--- config.mk ---
export PLATFORM = sky130hd
export DESIGN_NAME = plcc_div
export DESIGN_NICKNAME = d
export VERILOG_FILES = /design/src/rtl/plcc_pkg.sv /design/src/rtl/plcc_div.sv
export SDC_FILE = /design/constraint.sdc
export NUM_CORES = 1
export LEC_CHECK = 0
export BUFFER_PORTS_ARGS = -buffer_cell sky130_fd_sc_hd__buf_2
export CORE_ASPECT_RATIO = 2
export CORE_MARGIN = 2
export CORE_UTILIZATION = 49
export CTS_CLUSTER_DIAMETER = 150
export DETAILED_ROUTE_END_ITERATION = 8
export GPL_ROUTABILITY_DRIVEN = 0
export PLACE_DENSITY_LB_ADDON = 0.12
export SYNTH_ARGS = -nofsm -noshare
export SYNTH_HDL_FRONTEND = slang
export SYNTH_SLANG_ARGS = --single-unit
--- constraint.sdc ---
create_clock -name clk -period 5.25 [get_ports clk]
set_clock_uncertainty 0.05 [all_clocks]
set_input_delay 1.05 -clock clk [delete_from_list [all_inputs] [get_ports clk]]
set_output_delay 1.05 -clock clk [all_outputs]
set_load 0.1 [all_outputs]
--- src/rtl/plcc_pkg.sv ---
// ----------------------------------------------------------------------------
// plcc_pkg: shared types and constants for the charge curve block
// Command and status codes, field widths, divider request/response structs.
// ----------------------------------------------------------------------------
package plcc_pkg;
  localparam int EW = 24;
  localparam int TW = 24;

  localparam logic [1:0] CMD_CLEAR  = 2'd0;
  localparam logic [1:0] CMD_APPEND = 2'd1;
  localparam logic [1:0] CMD_QUERY  = 2'd2;

  localparam logic [2:0] ST_OK       = 3'd0;
  localparam logic [2:0] ST_FEW      = 3'd1;
  localparam logic [2:0] ST_BAD_APP  = 3'd2;
  localparam logic [2:0] ST_BEYOND   = 3'd3;
  localparam logic [2:0] ST_DEP_LOW  = 3'd4;

  localparam int DIVW = 48;

  typedef struct packed {
    logic            start;
    logic [DIVW-1:0] num;
    logic [EW-1:0]   den;
  } div_req_t;

  typedef struct packed {
    logic            busy;
    logic            done;
    logic [DIVW-1:0] quo;
  } div_rsp_t;
endpackage

--- src/rtl/plcc_div.sv ---
// ----------------------------------------------------------------------------
// plcc_div: shared restoring divider
// One quotient bit per cycle, 48-bit dividend by 24-bit divisor.
// ----------------------------------------------------------------------------
module plcc_div (
  input  logic                clk,
  input  logic                rst,
  input  plcc_pkg::div_req_t  req,
  output plcc_pkg::div_rsp_t  rsp
);
  localparam int N  = plcc_pkg::DIVW;
  localparam int CW = $clog2(N + 1);

  logic [N-1:0]            quo;
  logic [plcc_pkg::EW:0]   rem;
  logic [plcc_pkg::EW-1:0] den;
  logic [CW-1:0]           cnt;
  logic                    busy;
  logic                    done;
  logic [plcc_pkg::EW:0]   trial;
  logic [plcc_pkg::EW+1:0] sub;

  always_comb begin
    trial = {rem[plcc_pkg::EW-1:0], quo[N-1]};
    sub   = {1'b0, trial} - {2'b00, den};
  end

  always_ff @(posedge clk) begin
    if (rst) begin
      busy <= 1'b0;
      done <= 1'b0;
      cnt  <= '0;
    end else begin
      // pulse after the last quotient bit
      done <= busy && !req.start && (cnt == CW'(1));
      if (req.start) begin
        busy <= 1'b1;
        cnt  <= CW'(N);
        quo  <= req.num;
        rem  <= '0;
        den  <= req.den;
      end else if (busy) begin
        if (sub[plcc_pkg::EW+1]) begin
          rem <= trial;
          quo <= {quo[N-2:0], 1'b0};
        end else begin
          rem <= sub[plcc_pkg::EW:0];
          quo <= {quo[N-2:0], 1'b1};
        end
        cnt <= cnt - 1'b1;
        if (cnt == CW'(1)) begin
          busy <= 1'b0;
        end
      end
    end
  end

  assign rsp.busy = busy;
  assign rsp.done = done;
  assign rsp.quo  = quo;
endmodule

==> flow_summary_export.csv, run 1 <==
group,metric,value,unit
status,status,"finished clean",
clock_tree,clk_pin_slew,80,ps
critical_path,critical_path.most_common_cell,"a21oi_1",
sta,finalCriticalPeriod,2820,ps
final_layout,final_common_cell,"buf_2",
floorplan,start_util,50.0,%
floorplan,rows,55,
yosys,syn-num-nets,570,
final_layout,finalInstanceArea,0.00664,sq mm
sta,finalMaxSlewViolations,0,
global_routing,antenna_found_initial,0,
global_routing,grt_max_degree,55,
min_path,hp-class,"flop to flop",
critical_path,critPathMaxFanout,4,
routing,routed_wl,12700,um
yosys,synth-edff-count,96,
placed_design,dp_hpwl,9330,um
routing,drt-pass1-iter-count,4,
sta,max_freq,355,MHz
final_layout,mostFrequentLayoutCells,"124 x buf_2, 96 x edfxtp_1, 47 x mux2_2, 41 x nand2_1, 34 x a21oi_1",
yosys,yosys_warnings,0,
pwr,p_leak,2.71,nW
sta,post-route-period-util,53.7,%
sta,worst_slew_pin_slew,787,ps
routing,drt_iter0_drc,160,
final_layout,area_delta_synth_final,18.2,%
clock_tree,holdBufCountCts,0,
routing,drc,0,
pwr,p_seq_share,42.8,%
clock_tree,clock-root-buffer,"clkbuf_16",
final_layout,fillers,961,
critical_path,cp.required,5310,ps
pwr,clock_power_share,27.9,%
critical_path,slowest_stage,"o21ai_0",
clock_tree,cts-resized-gates,0,
floorplan,die_area,0.0124,sq mm
routing,wl_per_cell,17.3,um
pwr,max-vdd-ir-drop,232,uV
clock_tree,cts_tree,"built",
yosys,synth_top_area_share,51.4,%
clock_tree,cts.htree.levels,3,
pwr,p_int,1.55,mW
clock_tree,clkLatencyLatePin,360,ps
pwr,power_switching,848,uW
yosys,synth_ff_type,"edfxtp_1",
clock_tree,numCtsBuffers,9,
yosys,yosys-top-cells-area,"edfxtp_1 51%, mux2_2 9.4%, ha_1 5.8%",
floorplan,core,0.0112,sq mm
yosys,syn_area_per_cell,12.0,sq um
routing,viasPerCell,5.58,
clock_tree,cts_setup_buffers,0,
routing,dr_total_vias,4095,
yosys,yosysTopAreaCell,"edfxtp_1",
sta,tns,0,ps
global_routing,grt_pass1_vias,4329,
placed_design,place_area,0.00635,sq mm
clock_tree,clockBufferDepth,2,
final_layout,drive_gt1_share,35.3,%
placed_design,io_buffers,124,
pwr,combPwrFrac,29.4,%
floorplan,die_h,155,um
global_routing,overflow,0,
yosys,ys_seq_elements,104,
job,drv_cap,0,
sta,finalHoldViolCount,0,
final_layout,diodes,0,
critical_path,cpPeakStageDelay,490,ps
final_layout,nNetsFinal,689,
critical_path,crit_chain,"ha_1, o211ai_1, a21oi_1, o21ai_0, o21ai_1, a21oi_1, nor3b_1, o31ai_1",
clock_tree,cts.sink_count,104,
pwr,power,2.40,mW
yosys,async_flop_share,0,%
sta,relSlewSlack,47.4,%
placed_design,post-place-cells,718,
sta,setup_viol,0,
critical_path,cp-start-kind,"flop",
pwr,switching_share,35.3,%
sta,rsz0062_at_grt,"false",
final_layout,instances_no_fill,734,
critical_path,path_class,"flop to flop",
global_routing,grt_pass1_wl,20200,um
global_routing,track_usage,21.0,%
floorplan,ios,125,
routing,ant_nets,0,
yosys,synth_cell_type_count,53,
yosys,netlist_instances,468,
critical_path,crit_path_end_kind,"flop",
yosys,syn_area,0.00561,sq mm
pwr,power_density,362,mW/mm^2
yosys,yosysSeqAreaShare,54.2,%
floorplan,die_w,79.7,um
critical_path,crit_arrival,2880,ps
[cell usage after synthesis, types with 2 or more instances]
cell and number:
a211oi_2 4, ha_1 26, nor3_1 4, xor2_1 12, mux2_2 47, nand4_1 3
o211ai_1 3, edfxtp_1 96, o21ai_1 7, buf_4 2, a21o_1 4, xnor2_1 11
a31oi_1 4, nor2_1 32, dfxtp_1 8, inv_1 29, a2111oi_0 2, o21a_1 3
nor2_2 3, nand3b_1 7, o21ai_0 16, a211oi_1 4, mux2i_1 6, nor3b_1 2
o31ai_1 2, o21ai_2 2, nand2b_1 7, nand2_1 41, nand3_1 7, nor2b_1 5
clkbuf_1 11, buf_2 3, nor4b_1 2, a21oi_1 34
[layout make-up]
type / instances / area (sq um) / share of cell area (%)
clock buffers: 10 / 229 / 3.45
clock inverters: 6 / 57.6 / 0.867
inverters: 29 / 109 / 1.64
multi-input cells: 316 / 2360 / 35.6
flip-flops and latches: 104 / 3040 / 45.9
well taps: 142 / 178 / 2.68
repair buffers: 127 / 656 / 9.88
[registers in the layout, indices dropped and copies added (netlist names)]
register / count
busy: 1
cnt: 6
den: 24
done: 1
quo: 48
rem: 24
[worst paths after layout]
path / start / to / slack [ps] / cells past startpoint
max: rem[1] / rem[23] / 2430 / 8
min: cnt[1] / cnt[1] / 470 / 2
max reg2reg: rem[1] / rem[23] / 2430 / 8
min reg2reg: cnt[1] / cnt[1] / 470 / 2
[power by group through the flow]
| stage | Sequential (mW) | Clock [mW] | Combinational, mW |
|---|---|---|---|
| 2_1_floorplan | 1.21 | 0 | 0.401 |
| 3_3_place_gp | 1.04 | 0 | 0.695 |
| 3_5_place_dp | 1.04 | 0 | 0.704 |
| 4_1_cts | 1.03 | 0.679 | 0.707 |
| 5_1_grt | 1.03 | 0.698 | 0.762 |
| 6_report | 1.03 | 0.668 | 0.704 |
[layer usage]
metal	global-route usage [%]	vias to the layer above	wire length, um
li1	-	1955	-
met1	22.3	1968	4670
met2	37.5	137	6860
met3	4.87	35	667
met4	11.2	0	496
met5	0	-	0
[critical path: cells and delay by family, from the launching register on]
kind	cells	cell delay [ps]
AOI/OAI and AO/OA	6	1510
adders and majority gates	1	370
DFF	1	410
and+or+nand+nor	1	240
[cells by family (layout without fill, tap and decap cells)]
family / Yosys count / in the layout / synth area share [%]
AND/OR/NAND/NOR: 118 / 118 / 10.1
flip-flops: 104 / 104 / 54.2
AO/OA/AOI/OAI: 95 / 95 / 11.5
multiplexers: 53 / 53 / 10.5
buffers and inverters: 48 / 172 / 3.86
adder cells (fa/ha/maj): 27 / 27 / 6.15
XOR/XNOR: 23 / 23 / 3.59
[stage by stage]
step | setup slack, ps | hold WS, ps | utilization, %
5_1_grt | 2260 | 503 | 59.2
2_1_floorplan | 1180 | 427 | -
3_5_place_dp | 2080 | 464 | 56.6
4_1_cts | 2440 | 475 | 59.2
6_report | 2430 | 467 | 59.2
3_3_place_gp | 2120 | 444 | 56.6
Note: power is estimated with default switching activity, not from simulation.
==> run 2: changes to the inputs <==
- CORE_UTILIZATION: 49 -> 55
- clock period: 5.25 -> 2.9 ns (I/O delays scaled with it)
==> run 2 against run 1 <==
Effect of this change:
- sequential power rose by 81%
- largest power group unchanged
- final area up 1.6%
- worst hold slack worse by 110 ps
- critical path type unchanged
- highest routed layer unchanged
- power increased by 86%
==> flow_summary_export.csv, run 2 (same netlist as run 1, synthesis figures left out) <==
group,metric,value,unit
status,status,"finished clean",
job,drv_cap,0,
final_layout,area_delta_synth_final,20.1,%
critical_path,crit_buf_inv,0,
routing,routed_wl,12700,um
pwr,max-vdd-ir-drop,464,uV
sta,whs,355,ps
floorplan,rows,52,
final_layout,largest_register_ffs,48,
clock_tree,clk_pin_slew,70,ps
global_routing,grt_pass1_vias,4369,
final_layout,mostFrequentLayoutCells,"124 x buf_2, 96 x edfxtp_1, 47 x mux2_2, 41 x nand2_1, 33 x a21oi_1",
routing,drt_iter0_drc,298,
sta,tns,0,ps
critical_path,slowest_stage,"ha_1",
critical_path,path_class,"flop to flop",
clock_tree,clockBufferDepth,2,
pwr,switching_share,34.1,%
clock_tree,clkLatencyLatePin,350,ps
floorplan,start_util,56.0,%
floorplan,ios,125,
routing,viasPerCell,5.57,
pwr,power_density,660,mW/mm^2
floorplan,die_w,75.4,um
sta,post-route-period-util,92.4,%
final_layout,drive_gt1_share,37.5,%
critical_path,cpPeakStageDelay,440,ps
clock_tree,cts.htree.levels,3,
sta,relSlewSlack,60.6,%
clock_tree,clock-root-buffer,"clkbuf_16",
placed_design,dp_hpwl,9510,um
routing,met1Wirelength,4570,um
sta,worst_slew_pin_slew,592,ps
clock_tree,numCtsBuffers,9,
final_layout,top_regs,"quo (48), den (24), rem (24)",
min_path,hp-class,"input port to flop",
critical_path,crit_chain,"ha_1, nand2_2, o21ai_0, a21oi_1, a21oi_4, o21a_4, nand2b_4, o31ai_1",
global_routing,overflow,0,
final_layout,diodes,0,
sta,max_freq,373,MHz
final_layout,nNetsFinal,699,
floorplan,die_area,0.0111,sq mm
pwr,clock_power_share,28.5,%
global_routing,grt_max_degree,48,
sta,setup_viol,0,
final_layout,final_common_cell,"buf_2",
routing,drt-pass1-iter-count,4,
sta,finalCriticalPeriod,2680,ps
final_layout,largest-register,"quo",
routing,wl_met3,756,um
routing,top_layer,"met4",
routing,dr_total_vias,4105,
pwr,combPwrFrac,29.7,%
critical_path,crit_family,"compound AO/OA/AOI/OAI gates",
pwr,p_leak,2.76,nW
global_routing,grt_pass1_wl,20400,um
critical_path,cp-start-kind,"flop",
critical_path,crit_path_end_kind,"flop",
global_routing,track_usage,24.1,%
floorplan,core,0.0100,sq mm
clock_tree,cts.sink_count,104,
critical_path,critPathMaxFanout,11,
critical_path,crit_arrival,2790,ps
critical_path,cp.required,3010,ps
final_layout,finalInstanceArea,0.00674,sq mm
final_layout,utilization,67.3,%
pwr,power_switching,1.52,mW
clock_tree,cts-resized-gates,0,
global_routing,antenna_found_initial,0,
routing,drc,0,
sta,rsz0062_at_grt,"false",
routing,ant_nets,0,
routing,wl_met2,7010,um
placed_design,io_buffers,124,
routing,wl_per_cell,17.2,um
pwr,p_int,2.93,mW
floorplan,die_h,147,um
pwr,p_seq_share,41.8,%
placed_design,place_area,0.00642,sq mm
clock_tree,cts_tree,"built",
sta,finalMaxSlewViolations,0,
sta,finalHoldViolCount,0,
-- run 2: cell count changes in the layout (fill, tap and decap cells not counted), sizes merged --
cell	delta
bufinv	+1
buf	+9
o21a	+1
inv	-3
clkinvlp	+2
-- run 2: final cells by class --
| cell class | count | area, sq um |
|---|---|---|
| multi-input combinational | 317 | 2400 |
| timing repair buffer | 136 | 711 |
| clock buffer | 10 | 239 |
| fill | 824 | 3280 |
| clock inverter | 6 | 73.8 |
| tap | 135 | 169 |
| inverter | 29 | 109 |
| sequential | 104 | 3040 |
-- run 2: stage by stage --
stage / total power, mW / cells / setup WS (ps)
finish: 4.45 / 737 / 221
global route: 4.66 / 737 / 88.7
CTS: 4.47 / 736 / 154
detailed placement: 3.20 / 720 / 187
global placement: 3.17 / 720 / 239
floorplan: 2.92 / 468 / 7.60
-- run 2: final timing paths --
path	cells past startpoint	from	to	slack [ps]
max	8	rem[11]	rem[23]	220
min	1	req[4]	den[4]	350
max reg2reg	8	rem[11]	rem[23]	220
min reg2reg	2	cnt[1]	cnt[1]	460
-- run 2: worst reg2reg max path, delay by kind of cell, from the launching register on --
kind | cells | cell delay, ps
DFF | 1 | 420
adders and majority gates | 1 | 440
and+or+nand+nor | 2 | 230
AOI/OAI and AO/OA | 5 | 1380
-- run 2: power by group through the flow --
stage | clock network (mW) | registers, mW | logic (mW)
3_5_place_dp | 0 | 1.89 | 1.31
6_report | 1.27 | 1.86 | 1.32
3_3_place_gp | 0 | 1.89 | 1.29
5_1_grt | 1.36 | 1.87 | 1.43
2_1_floorplan | 0 | 2.19 | 0.736
4_1_cts | 1.29 | 1.86 | 1.31
-- run 2: metal layers --
metal	track usage, %	vias to the layer above
met5	0	-
met4	7.37	0
met3	6.38	25
met2	42.7	156
met1	27.3	1947
li1	-	1977
-- run 2: what timing repair did --
| item | 4_1_cts | 5_1_grt |
|---|---|---|
| setup buffers | 0 | 0 |
| hold buffers | 0 | 0 |
| endpoints found under the setup margin | 0 | 1 |
==> run 3: changes to the inputs <==
- CORE_UTILIZATION: 55 -> 25
==> run 3 against run 2 <==
Effect of this change:
- non-clock buffer count up 11
- final area grew 4.0%
- register-to-register slack lost 40 ps
- critical path depth did not move
- final cell count increased by 20%
- critical path type unchanged
==> flow_summary_export.csv, run 3 (same netlist as run 1, synthesis figures left out) <==
group,metric,value,unit
routing,wl_met2,8600,um
sta,max_freq,368,MHz
final_layout,drive_gt1_share,38.2,%
clock_tree,numCtsBuffers,9,
global_routing,track_usage,13.5,%
clock_tree,cts-resized-gates,0,
routing,viasPerCell,4.67,
global_routing,grt_max_degree,53,
routing,top_layer,"met4",
pwr,power,4.50,mW
clock_tree,cts_tree,"built",
floorplan,ios,125,
global_routing,overflow,0,
sta,finalHoldViolCount,0,
clock_tree,cts.htree.levels,3,
clock_tree,clock-root-buffer,"clkbuf_16",
critical_path,critPathMaxFanout,7,
critical_path,crit_path_end_kind,"flop",
routing,dr_total_vias,4144,
routing,met1Wirelength,5500,um
clock_tree,cts_setup_buffers,0,
critical_path,crit_arrival,2780,ps
critical_path,cpPeakStageDelay,470,ps
floorplan,rows,77,
routing,drc,0,
floorplan,core,0.0221,sq mm
sta,post-route-period-util,93.7,%
floorplan,die_h,216,um
sta,tns,0,ps
routing,wl_met3,676,um
status,status,"finished clean",
final_layout,instances_no_fill,888,
final_layout,mostFrequentLayoutCells,"124 x buf_2, 96 x edfxtp_1, 47 x mux2_2, 41 x nand2_1, 33 x a21oi_1",
routing,wl_per_cell,17.2,um
sta,setup_viol,0,
routing,routed_wl,15300,um
pwr,max-vdd-ir-drop,376,uV
routing,drt_iter0_drc,110,
floorplan,die_area,0.0237,sq mm
sta,worst_slew_pin_slew,505,ps
final_layout,final_common_cell,"buf_2",
critical_path,slowest_stage,"a2111oi_2",
final_layout,top_regs,"quo (48), den (24), rem (24)",
final_layout,nNetsFinal,709,
global_routing,grt_pass1_vias,4491,
final_layout,area_delta_synth_final,25.0,%
critical_path,crit_chain,"ha_1, a211oi_1, o21bai_1, a2111oi_2, nor3b_1, a311oi_2, xor2_1, o21ai_1",
sta,whs,330,ps
sta,finalCriticalPeriod,2720,ps
final_layout,diodes,0,
job,drv_cap,0,
clock_tree,clk_pin_slew,80,ps
clock_tree,cts.sink_count,104,
clock_tree,clockBufferDepth,2,
critical_path,path_class,"flop to flop",
floorplan,start_util,25.4,%
pwr,power_density,641,mW/mm^2
sta,rsz0062_at_grt,"false",
final_layout,largest-register,"quo",
clock_tree,clkLatencyLatePin,370,ps
pwr,p_leak,2.82,nW
final_layout,largest_register_ffs,48,
placed_design,dp_hpwl,11300,um
critical_path,cp.required,2960,ps
placed_design,post-place-cells,867,
final_layout,utilization,31.8,%
floorplan,die_w,110,um
sta,relSlewSlack,65.9,%
routing,ant_nets,0,
critical_path,cp-start-kind,"flop",
placed_design,io_buffers,124,
min_path,hp-class,"input port to flop",
sta,finalMaxSlewViolations,0,
routing,drt-pass1-iter-count,5,
global_routing,antenna_found_initial,0,
global_routing,grt_pass1_wl,23700,um
clock_tree,holdBufCountCts,0,
## run 3: path summary, 6_finish.rpt
kind	startpoint	endpoint	slack, ps	cells after the start
max	rem[14]	rem[22]	180	8
min	req[17]	den[17]	330	1
max reg2reg	rem[14]	rem[22]	180	8
min reg2reg	cnt[1]	cnt[1]	460	2
## run 3: where the power goes
group          total [mW]  leakage [nW]  switching [mW]  internal, mW
sequential           1.86         0.983          0.0626          1.79
combinational        1.42          1.69           0.926         0.496
clock                1.22         0.142           0.583         0.638
total                4.50          2.82            1.57          2.93
## run 3: critical path: cells and delay by family (launching register included)
kind,cells,cell delay [ps]
AND/OR/NAND/NOR,1,120
adder cells (fa/ha/maj),1,420
XOR/XNOR,1,170
flip-flops,1,420
AO/OA/AOI/OAI,5,1280
## run 3: final cells by class
class	instances	area, sq um
Tap cell	276	345
Inverter	29	109
Sequential cell	104	3040
Clock buffer	12	258
Timing Repair Buffer	147	843
Clock inverter	4	27.5
Multi-Input combinational cell	316	2390
Fill cell	2224	15000
## run 3: layer usage
| layer | vias up | track usage (%) |
|---|---|---|
| li1 | 1999 | - |
| met1 | 1991 | 13.4 |
| met2 | 125 | 25.1 |
| met3 | 29 | 3.35 |
| met4 | 0 | 6.33 |
| met5 | - | 0 |
## run 3: metrics by stage
stage | cell area (sq um) | setup slack [ps]
CTS | 6970 | 157
global placement | 6680 | 190
finish | 7020 | 184
detailed placement | 6680 | 182
floorplan | 5650 | 7.60
global route | 7020 | 59.6
